### src/sv/npc_pkg.sv
package npc_pkg;

  typedef struct packed {
    logic [1:0]         action;
    logic [3:0]         proto_index;
    logic signed [31:0] invariant_feature;
    logic signed [31:0] area_feature;
  } in_item_t;

  typedef struct packed {
    logic [3:0]  class_index;
    logic        is_unknown;
    logic [15:0] class_count;
  } out_item_t;

  // action codes
  localparam logic [1:0] ACT_CLASSIFY = 2'd0;
  localparam logic [1:0] ACT_LOAD     = 2'd1;
  localparam logic [1:0] ACT_CLEAR    = 2'd2;

  // register indexes
  localparam logic [1:0] REG_INV_WEIGHT  = 2'd0;
  localparam logic [1:0] REG_AREA_WEIGHT = 2'd1;
  localparam logic [1:0] REG_DIST_LIMIT  = 2'd2;

  localparam int REG_W   = 16;
  localparam int FEAT_W  = 32;
  // weighted score: two 80-bit terms, Q49.32
  localparam int SCORE_W = 81;

  localparam logic [REG_W-1:0] INV_WEIGHT_RST  = 16'd10000;
  localparam logic [REG_W-1:0] AREA_WEIGHT_RST = 16'd100;
  localparam logic [REG_W-1:0] DIST_LIMIT_RST  = 16'd300;

endpackage

### src/sv/npc_ram.sv
module npc_ram #(
  parameter int WIDTH = 32,
  parameter int DEPTH = 16
) (
  input  logic                                   clk,
  input  logic                                   we,
  input  logic [((DEPTH > 1) ? $clog2(DEPTH) : 1)-1:0] wr_addr,
  input  logic [WIDTH-1:0]                       wr_data,
  input  logic                                   rd_en,
  input  logic [((DEPTH > 1) ? $clog2(DEPTH) : 1)-1:0] rd_addr,
  output logic [WIDTH-1:0]                       rd_data
);

  logic [WIDTH-1:0] mem [DEPTH];

  always_ff @(posedge clk) begin
    if (we) begin
      mem[wr_addr] <= wr_data;
    end
    if (rd_en) begin
      rd_data <= mem[rd_addr];
    end
  end

endmodule

### src/sv/npc_mul.sv
module npc_mul import npc_pkg::*; (
  input  logic                  clk,
  input  logic                  en,
  input  logic [FEAT_W-1:0]     a,
  input  logic [FEAT_W-1:0]     b,
  output logic [2*FEAT_W-1:0]   p
);

  // shared unsigned multiplier, product registered
  always_ff @(posedge clk) begin
    if (en) begin
      p <= a * b;
    end
  end

endmodule

### src/sv/nearest_prototype_classifier_core.sv
// Nearest-prototype classifier with reject.
// Input channel (in_valid/in_ready/in_data) carries three kinds of item:
//   classify: scores the feature pair against every prototype slot and
//     returns one result item (class, unknown flag, updated class count);
//   load: writes one prototype slot if the index is in range, no result;
//   clear: zeroes all class counters, no result.
// Config port (cfg_we/cfg_index/cfg_data) writes the two weights and the
// reject limit; write only while the block is idle.
// Load and clear items are done on acceptance. A classify item walks the
// prototype slots one at a time through a single 32x32 multiplier: per
// slot it squares and weights the invariant and the area distance, adds
// and compares; then come the reject decision and counter update.
// in_ready is high only while no item is in progress.
// The result sits in an output register; the next item is accepted while it
// waits. A classify item that finishes while the result is still stalled
// holds until out_ready frees the register.
// Reset (synchronous, rst high) restores the default weights and limit, and
// makes all prototypes and counters read as zero.
module nearest_prototype_classifier_core import npc_pkg::*; #(
  parameter int NUM_PROTOTYPES = 9,
  parameter int COUNT_WIDTH    = 16
) (
  input  logic             clk,
  input  logic             rst,
  input  logic             in_valid,
  output logic             in_ready,
  input  in_item_t         in_data,
  output logic             out_valid,
  input  logic             out_ready,
  output out_item_t        out_data,
  input  logic             cfg_we,
  input  logic [1:0]       cfg_index,
  input  logic [REG_W-1:0] cfg_data
);

  localparam int IDX_W = $clog2(NUM_PROTOTYPES + 1);
  localparam int PA_W  = (NUM_PROTOTYPES > 1) ? $clog2(NUM_PROTOTYPES) : 1;
  localparam int NCLS  = NUM_PROTOTYPES + 1;

  localparam logic [3:0] ST_IDLE = 4'd0;
  localparam logic [3:0] ST_SQI  = 4'd1;
  localparam logic [3:0] ST_WIL  = 4'd2;
  localparam logic [3:0] ST_WIH  = 4'd3;
  localparam logic [3:0] ST_SQA  = 4'd4;
  localparam logic [3:0] ST_WAL  = 4'd5;
  localparam logic [3:0] ST_WAH  = 4'd6;
  localparam logic [3:0] ST_ACC  = 4'd7;
  localparam logic [3:0] ST_CMP  = 4'd8;
  localparam logic [3:0] ST_DEC  = 4'd9;
  localparam logic [3:0] ST_CNT  = 4'd10;

  logic [3:0] state, state_next;

  logic [REG_W-1:0] inv_weight, area_weight, dist_limit;
  logic [FEAT_W-1:0] feat_inv, feat_area;

  logic [IDX_W-1:0] idx, best_idx, cls;
  logic [SCORE_W-1:0] score, best_score;
  logic [FEAT_W-1:0] sq_hi, area_mag;
  logic unknown;

  logic [NUM_PROTOTYPES-1:0] proto_valid;
  logic [NCLS-1:0] count_valid;
  logic pvalid_rd, cvalid_rd;

  logic in_fire, is_last, out_load;

  // prototype memory
  logic               proto_we, proto_rd_en;
  logic [PA_W-1:0]    proto_wr_addr, proto_rd_addr;
  logic [2*FEAT_W-1:0] proto_rd_data;

  // counter memory
  logic                    cnt_we, cnt_rd_en;
  logic [IDX_W-1:0]        cls_next;
  logic [COUNT_WIDTH-1:0]  cnt_rd_data, cnt_cur, cnt_new;

  // multiplier
  logic                  mul_en;
  logic [FEAT_W-1:0]     mul_a, mul_b;
  logic [2*FEAT_W-1:0]   prod;

  logic [FEAT_W:0]   inv_diff, area_diff;
  logic [FEAT_W-1:0] inv_mag, area_mag_next, p_inv, p_area;
  logic              unknown_next;

  assign in_ready = (state == ST_IDLE);
  assign in_fire  = in_valid && in_ready;
  assign is_last  = (idx == IDX_W'(NUM_PROTOTYPES - 1));
  assign out_load = (state == ST_CNT) && (!out_valid || out_ready);

  // ---- prototype read/write ----
  assign proto_we      = in_fire && (in_data.action == ACT_LOAD) &&
                         (32'(in_data.proto_index) < NUM_PROTOTYPES);
  assign proto_wr_addr = PA_W'(in_data.proto_index);
  assign proto_rd_en   = (in_fire && (in_data.action == ACT_CLASSIFY)) ||
                         ((state == ST_CMP) && !is_last);
  assign proto_rd_addr = (state == ST_IDLE) ? '0 : PA_W'(IDX_W'(idx + 1'b1));

  npc_ram #(.WIDTH(2 * FEAT_W), .DEPTH(NUM_PROTOTYPES)) u_proto_ram (
    .clk     (clk),
    .we      (proto_we),
    .wr_addr (proto_wr_addr),
    .wr_data ({in_data.invariant_feature, in_data.area_feature}),
    .rd_en   (proto_rd_en),
    .rd_addr (proto_rd_addr),
    .rd_data (proto_rd_data)
  );

  // never-loaded slots read as zero
  assign p_inv  = pvalid_rd ? proto_rd_data[2*FEAT_W-1:FEAT_W] : '0;
  assign p_area = pvalid_rd ? proto_rd_data[FEAT_W-1:0] : '0;

  assign inv_diff  = {feat_inv[FEAT_W-1], feat_inv} - {p_inv[FEAT_W-1], p_inv};
  assign area_diff = {feat_area[FEAT_W-1], feat_area} - {p_area[FEAT_W-1], p_area};
  assign inv_mag       = inv_diff[FEAT_W] ? FEAT_W'(-inv_diff) : FEAT_W'(inv_diff);
  assign area_mag_next = area_diff[FEAT_W] ? FEAT_W'(-area_diff) : FEAT_W'(area_diff);

  // ---- shared multiplier schedule ----
  always_comb begin
    mul_en = 1'b1;
    mul_a  = '0;
    mul_b  = '0;
    unique case (state)
      ST_SQI: begin
        mul_a = inv_mag;
        mul_b = inv_mag;
      end
      ST_WIL: begin
        mul_a = prod[FEAT_W-1:0];
        mul_b = FEAT_W'(inv_weight);
      end
      ST_WIH: begin
        mul_a = sq_hi;
        mul_b = FEAT_W'(inv_weight);
      end
      ST_SQA: begin
        mul_a = area_mag;
        mul_b = area_mag;
      end
      ST_WAL: begin
        mul_a = prod[FEAT_W-1:0];
        mul_b = FEAT_W'(area_weight);
      end
      ST_WAH: begin
        mul_a = sq_hi;
        mul_b = FEAT_W'(area_weight);
      end
      default: begin
        mul_en = 1'b0;
      end
    endcase
  end

  npc_mul u_mul (
    .clk (clk),
    .en  (mul_en),
    .a   (mul_a),
    .b   (mul_b),
    .p   (prod)
  );

  // ---- decision and counters ----
  assign unknown_next = best_score > SCORE_W'({dist_limit, 32'b0});
  assign cls_next     = unknown_next ? IDX_W'(NUM_PROTOTYPES) : best_idx;
  assign cnt_rd_en    = (state == ST_DEC);
  assign cnt_we       = out_load;
  assign cnt_cur      = cvalid_rd ? cnt_rd_data : '0;
  assign cnt_new      = (cnt_cur == '1) ? cnt_cur : cnt_cur + 1'b1;

  npc_ram #(.WIDTH(COUNT_WIDTH), .DEPTH(NCLS)) u_count_ram (
    .clk     (clk),
    .we      (cnt_we),
    .wr_addr (cls),
    .wr_data (cnt_new),
    .rd_en   (cnt_rd_en),
    .rd_addr (cls_next),
    .rd_data (cnt_rd_data)
  );

  // ---- sequencer ----
  always_comb begin
    state_next = state;
    unique case (state)
      ST_IDLE: if (in_fire && in_data.action == ACT_CLASSIFY) state_next = ST_SQI;
      ST_SQI:  state_next = ST_WIL;
      ST_WIL:  state_next = ST_WIH;
      ST_WIH:  state_next = ST_SQA;
      ST_SQA:  state_next = ST_WAL;
      ST_WAL:  state_next = ST_WAH;
      ST_WAH:  state_next = ST_ACC;
      ST_ACC:  state_next = ST_CMP;
      ST_CMP:  state_next = is_last ? ST_DEC : ST_SQI;
      ST_DEC:  state_next = ST_CNT;
      ST_CNT:  if (out_load) state_next = ST_IDLE;
      default: state_next = ST_IDLE;
    endcase
  end

  always_ff @(posedge clk) begin
    if (rst) begin
      state       <= ST_IDLE;
      inv_weight  <= INV_WEIGHT_RST;
      area_weight <= AREA_WEIGHT_RST;
      dist_limit  <= DIST_LIMIT_RST;
      proto_valid <= '0;
      count_valid <= '0;
      out_valid   <= 1'b0;
      idx         <= '0;
    end else begin
      state <= state_next;
      if (cfg_we) begin
        unique case (cfg_index)
          REG_INV_WEIGHT:  inv_weight  <= cfg_data;
          REG_AREA_WEIGHT: area_weight <= cfg_data;
          REG_DIST_LIMIT:  dist_limit  <= cfg_data;
          default: ;
        endcase
      end
      if (proto_we) proto_valid[proto_wr_addr] <= 1'b1;
      if (in_fire && in_data.action == ACT_CLEAR) begin
        count_valid <= '0;
      end else if (cnt_we) begin
        count_valid[cls] <= 1'b1;
      end
      if (out_load) begin
        out_valid <= 1'b1;
      end else if (out_ready) begin
        out_valid <= 1'b0;
      end
      if (in_fire) begin
        idx <= '0;
      end else if (state == ST_CMP && !is_last) begin
        idx <= IDX_W'(idx + 1'b1);
      end
    end
  end

  // datapath registers
  always_ff @(posedge clk) begin
    if (in_fire) begin
      feat_inv  <= in_data.invariant_feature;
      feat_area <= in_data.area_feature;
    end
    if (proto_rd_en) pvalid_rd <= proto_valid[proto_rd_addr];
    unique case (state)
      ST_SQI: area_mag <= area_mag_next;
      ST_WIL: sq_hi <= prod[2*FEAT_W-1:FEAT_W];
      ST_WIH: score <= SCORE_W'(prod[47:0]);
      ST_SQA: score <= score + SCORE_W'({prod[47:0], 32'b0});
      ST_WAL: sq_hi <= prod[2*FEAT_W-1:FEAT_W];
      ST_WAH: score <= score + SCORE_W'(prod[47:0]);
      ST_ACC: score <= score + SCORE_W'({prod[47:0], 32'b0});
      ST_CMP: begin
        // strict less: lowest index wins a tie
        if (idx == '0 || score < best_score) begin
          best_score <= score;
          best_idx   <= idx;
        end
      end
      ST_DEC: begin
        cls       <= cls_next;
        unknown   <= unknown_next;
        cvalid_rd <= count_valid[cls_next];
      end
      default: ;
    endcase
    if (out_load) begin
      out_data.class_index <= 4'(cls);
      out_data.is_unknown  <= unknown;
      out_data.class_count <= 16'(cnt_new);
    end
  end

  // ---- assertions ----
  a_unknown_class: assert property (@(posedge clk) disable iff (rst)
    out_valid && out_data.is_unknown |-> out_data.class_index == 4'(NUM_PROTOTYPES))
    else $error("unknown result with wrong class index");

  a_idx_range: assert property (@(posedge clk) disable iff (rst)
    state != ST_IDLE |-> 32'(idx) < NUM_PROTOTYPES)
    else $error("prototype walk index out of range");

  a_count_nonzero: assert property (@(posedge clk) disable iff (rst)
    out_valid |-> (out_data.class_count != '0 || COUNT_WIDTH > 16))
    else $error("reported class count is zero");

  a_result_source: assert property (@(posedge clk) disable iff (rst)
    $rose(out_valid) |-> $past(state) == ST_CNT)
    else $error("result raised outside counter update");

endmodule

### config.mk
export PLATFORM = sky130hd
export DESIGN_NAME = nearest_prototype_classifier_core
export DESIGN_NICKNAME = d
export VERILOG_FILES = /design/src/sv/npc_pkg.sv /design/src/sv/npc_ram.sv /design/src/sv/npc_mul.sv /design/src/sv/nearest_prototype_classifier_core.sv
export SDC_FILE = /design/constraint.sdc
export NUM_CORES = 2
export LEC_CHECK = 0
export BUFFER_PORTS_ARGS = -buffer_cell sky130_fd_sc_hd__clkbuf_2
export CORE_ASPECT_RATIO = 0.9
export CORE_UTILIZATION = 59
export CTS_CLUSTER_DIAMETER = 120
export DETAILED_ROUTE_END_ITERATION = 8
export HOLD_SLACK_MARGIN = 0.03
export PLACE_DENSITY_LB_ADDON = 0.3
export SYNTH_ARGS = -nofsm -noshare
export SYNTH_HDL_FRONTEND = slang
export SYNTH_HIERARCHICAL = 1
export SYNTH_SLANG_ARGS = --single-unit
### constraint.sdc
create_clock -name clk -period 11.44 [get_ports clk]
set_input_delay 1.716 -clock clk [delete_from_list [all_inputs] [get_ports clk]]
set_output_delay 1.716 -clock clk [all_outputs]
set_load 0.05 [all_outputs]
==> reports/qor_table.md <==
| Stage | Parameter | Reported |
|:---|:---|:---|
| status | Run status | complete, no violations |
| sta | Transition time at the pin with the least slew margin | 1440 ps |
| die | Starting utilization of the core area | 59.5% |
| yosys | Simple-gate share of the synthesized area | 12.1% |
| placed design | Setup slack at placement | -1230 ps |
| yosys | Number of enable-type register cells in the synthesized netlist | 1,202 |
| sta | Clock period minus final worst setup slack | 11,310 ps |
| yosys | Synthesized net count | 10,133 |
| pwr | Leakage power total | 43.3 nW |
| finish | Non-filler instance count after layout | 10,922 |
| setup path | Largest fanout of any net on the critical path | 25 |
| global routing | Global-route usage over all layers | 33.1% |
| yosys | Synthesized area per cell | 11.2 µm² |
| pwr | Peak supply drop | 0.200 mV |
| sta | Timing-limited maximum frequency | 0.0884 GHz |
| yosys | Post-synthesis share of cell area spent on full adders, half adders and majority gates | 25.5% |
| setup path | Worst Setup SP | pvalid_rd |
| yosys | Post-synth ARST share | 0% |
| global routing | GRT overflow | 0 |
| sta | Total of endpoints with negative setup slack in the final report | 0 |
| sta | Setup repair after global routing missed its margin | yes |
| die | Overall die height | 385 µm |
| setup path | R2r startpoint | pvalid_rd |
| yosys | Post-synth top area share | 37.5% |
| yosys | Synthesized-area fraction occupied by ao, oa, aoi and oai cells | 10.5% |
| setup path | Critical Path RT | 11,960 ps |
| finish | Number of nets at the end of the flow | 10,201 |
| yosys | Seq/Total Area, Yosys | 39.1% |
| setup path | Largest stage delay on the critical path | 610 ps |
| sta | Final Skew | 79.0 ps |
| detailed routing | Via count | 67,445 |
| global routing | Number of antenna violations at the first check in global routing | 22 |
| setup path | Number of buffers and inverters on the critical path | 9 |
| die | Top Ports | 116 |
| clocking | Clock input transition at the sequential cells of the worst setup and hold paths | 60 ps |
| hold path | Worst min-delay path category | reg2reg |
| detailed routing | Number of vias per cell after detailed routing | 6.18 |
| clocking | Number of sinks handled by clock tree synthesis | 1,278 |
| yosys | Number of flip-flops and latches in the synthesized netlist | 1,278 |
| sta | PnR worst setup slack | 127 ps |
| clocking | Clock latency reported for the late side of the worst-skew pair | 810 ps |
| setup path | Most frequent cell on the critical path | sky130_fd_sc_hd__fa_1 |
| finish | Fraction of layout cells with a size suffix above 1 | 11.4% |
| placed design | Detailed placer's ending HPWL | 198,000 µm |
| clocking | Hold_buf cts | 0 |
| yosys | Main combinational cell family by area after synthesis | adder cells |
| global routing | First-pass GRT wire length | 414,000 µm |
| clocking | Num CTS Buffers | 135 |
| finish | Synth-to-layout area growth | 8.91% |
| yosys | Fraction of synthesized area in multiplexers | 3.95% |
| yosys | Top_reg_cell synth | sky130_fd_sc_hd__edfxtp_1 |
| setup path | Critical path launch point type | flip-flop |
| yosys | Yosys warning count | 6 |
| detailed routing | Iteration count of the initial detailed-routing pass | 8 |
| detailed routing | Number of nets with antenna violations after detailed routing | 0 |
| pwr | Total Power Consumption | 12.4 mW |
| yosys | Synth Area in XOR/XNOR | 2.68% |
| detailed routing | Total detailed-routing wirelength | 270,000 µm |
| setup path | Startpoint-to-endpoint class of the critical path | reg2reg |
| die | Die width | 428 µm |
| yosys | Cell types occupying the most area after synthesis | sky130_fd_sc_hd__edfxtp_1 (37%), sky130_fd_sc_hd__fa_1 (19%), sky130_fd_sc_hd__ha_1 (6.8%), sky130_fd_sc_hd__and2_1 (4.1%), sky130_fd_sc_hd__inv_1 (4.0%) |
| yosys | Cell area after synthesis | 96,300 µm² |
| job | Max Cap Violations | 0 |
| placed design | Number of placed instances with taps included | 10,663 |
| die | Area of the placeable core | 162,000 µm² |
| die | Die ar. | 165,000 µm² |
| sta | Total count of max-transition violations in the final report | 0 |
| global routing | Largest net degree at the start of global routing | 135 |
| pwr | Power per Cell Area | 119 nW/µm² |
| sta | Period utilization | 98.9% |
| setup path | CP delay by family, top | adder cells |
| setup path | Critical path data arrival time | 11,830 ps |
| sta | Setup Total Neg Slack | 0 ps |
| detailed routing | Routed wire length per instance | 24.7 µm |
| yosys | Count of different cell masters after synthesis | 107 |
| setup path | Critical-path top delay cell | sky130_fd_sc_hd__fa_1 |
| clocking | Root buffer cell | sky130_fd_sc_hd__clkbuf_16 |
| clocking | Clock Tree Buf Depth | 3 |
| placed design | Placer congestion estimate | 0.971 |
| detailed routing | DRC violation count after routing | 0 |
| yosys | Post-synthesis instance total | 8,615 |
| die | Num rows | 140 |
| setup path | CP Capture Type | flip-flop |
| sta | Slew HR | 4.12% |
| yosys | Library cell with the largest summed area after synthesis | sky130_fd_sc_hd__edfxtp_1 |
| clocking | Clock tree from TritonCTS | built |
| hold path | Startpoint of the worst hold path | u_mul/p[49] |
| sta | Number of failing hold endpoints at the final stage | 0 |
| clocking | H-tree depth reported by CTS | 4 |
| placed design | Port Buf Inserts | 115 |
| global routing | Vias in the first global route | 69,655 |
| detailed routing | DRC violation total after the first TritonRoute iteration | 6,478 |
-- flip-flops by register name (all words and copies together) (netlist names), 9 cells and up --
name and flops:
best_score 81, count_valid 10, score 81, inv_weight 16, sq_hi 32, dist_limit 16, u_proto_ram/mem 576, feat_inv 32
u_mul/p 64, u_proto_ram/rd_data 64, proto_valid 9, area_mag 32, u_count_ram/mem 160, area_weight 16, out_data 21, feat_area 32
u_count_ram/rd_data 16
-- stage by stage --
stage	hold slack (ps)	utilization, %	cell area (µm²)
2_1_floorplan	400	-	96300
3_3_place_gp	403	61.7	99900
3_5_place_dp	406	61.7	99900
4_1_cts	435	64.5	104000
5_1_grt	433	64.8	105000
6_report	427	64.8	105000
-- worst register-to-register path: cells and delay by family, from the launching register on --
kind	cells	cell delay, ps
muxes	1	320
AOI/OAI and AO/OA	8	1690
DFF	1	420
adders and majority gates	11	4750
xor gates and xnor gates	1	210
and+or+nand+nor	11	2440
buffers and inverters	9	1220
-- placed cells by master, fill, tap and decap left out, types with 84 or more instances in the layout --
cell	netlist	routed
sky130_fd_sc_hd__a21o_1	148	148
sky130_fd_sc_hd__a21oi_1	346	339
sky130_fd_sc_hd__a22o_1	84	84
sky130_fd_sc_hd__and2_1	627	627
sky130_fd_sc_hd__buf_4	14	229
sky130_fd_sc_hd__clkbuf_16	0	135
sky130_fd_sc_hd__clkbuf_2	5	115
sky130_fd_sc_hd__edfxtp_1	1202	1202
sky130_fd_sc_hd__fa_1	900	897
sky130_fd_sc_hd__ha_1	525	519
sky130_fd_sc_hd__inv_1	1018	1017
sky130_fd_sc_hd__mux2_2	181	181
sky130_fd_sc_hd__mux2i_1	174	173
sky130_fd_sc_hd__nand2_1	961	956
sky130_fd_sc_hd__nor2_1	245	232
sky130_fd_sc_hd__o21ai_0	251	219
sky130_fd_sc_hd__o22ai_1	119	119
sky130_fd_sc_hd__xnor2_1	167	166
sky130_fd_sc_hd__xor2_1	128	125
-- area by class of cell --
class,instances,area (µm²)
fill,12249,57000
multi-input combinational,5870,53300
sequential,1278,37600
inverter,1018,3820
clock buffer,160,3470
timing repair buffer,380,2960
tap,2130,2670
clock inverter,74,975
antenna,12,30.0
-- metal layers --
metal	vias to the layer above	track usage, %	share of wire [%]
met3	699	6.03	8.9
met1	33863	44.4	40
met4	10	16.3	5.3
li1	29655	-	-
met2	3218	52.4	46
met5	-	0	0.025
-- timing repair --
action	CTS	global route
endpoints found under the setup margin	23	33
setup buffers	3	10
gates resized for setup	16	72
gates cloned	0	0
pin swaps	1	18
-- power breakdown --
| group | total, mW | leakage (nW) | switching, mW | internal (mW) |
|---|---|---|---|---|
| logic | 2.69 | 29.6 | 1.70 | 0.995 |
| clock network | 4.37 | 2.11 | 1.95 | 2.43 |
| registers | 5.37 | 11.6 | 0.131 | 5.24 |
-- Yosys cell counts (128+ instances only) --
library cell,instances
sky130_fd_sc_hd__xnor2_1,167
sky130_fd_sc_hd__inv_1,1018
sky130_fd_sc_hd__clkbuf_1,363
sky130_fd_sc_hd__xor2_1,128
sky130_fd_sc_hd__a21o_1,148
sky130_fd_sc_hd__ha_1,525
sky130_fd_sc_hd__edfxtp_1,1202
sky130_fd_sc_hd__fa_1,900
sky130_fd_sc_hd__o21ai_0,251
sky130_fd_sc_hd__a21oi_1,346
sky130_fd_sc_hd__and2_1,627
sky130_fd_sc_hd__nor2_1,245
sky130_fd_sc_hd__nand2_1,961
sky130_fd_sc_hd__mux2_2,181
sky130_fd_sc_hd__mux2i_1,174
-- path summary, 6_finish.rpt --
path,to,slack [ps],depth (start not counted)
worst min register to register,sq_hi[17],430,0
worst min-delay path,sq_hi[17],430,0
worst max-delay path,u_mul/p[59],130,41
worst max register to register,u_mul/p[59],130,41
-- cell families after synthesis --
logic type	after synthesis
XOR/XNOR	295
AO/OA/AOI/OAI	1444
AND/OR/NAND/NOR	2350
adder cells (fa/ha/maj)	1425
multiplexers	356
flip-flops	1278
buffers and inverters	1467
(Power assumes the default switching activity.)
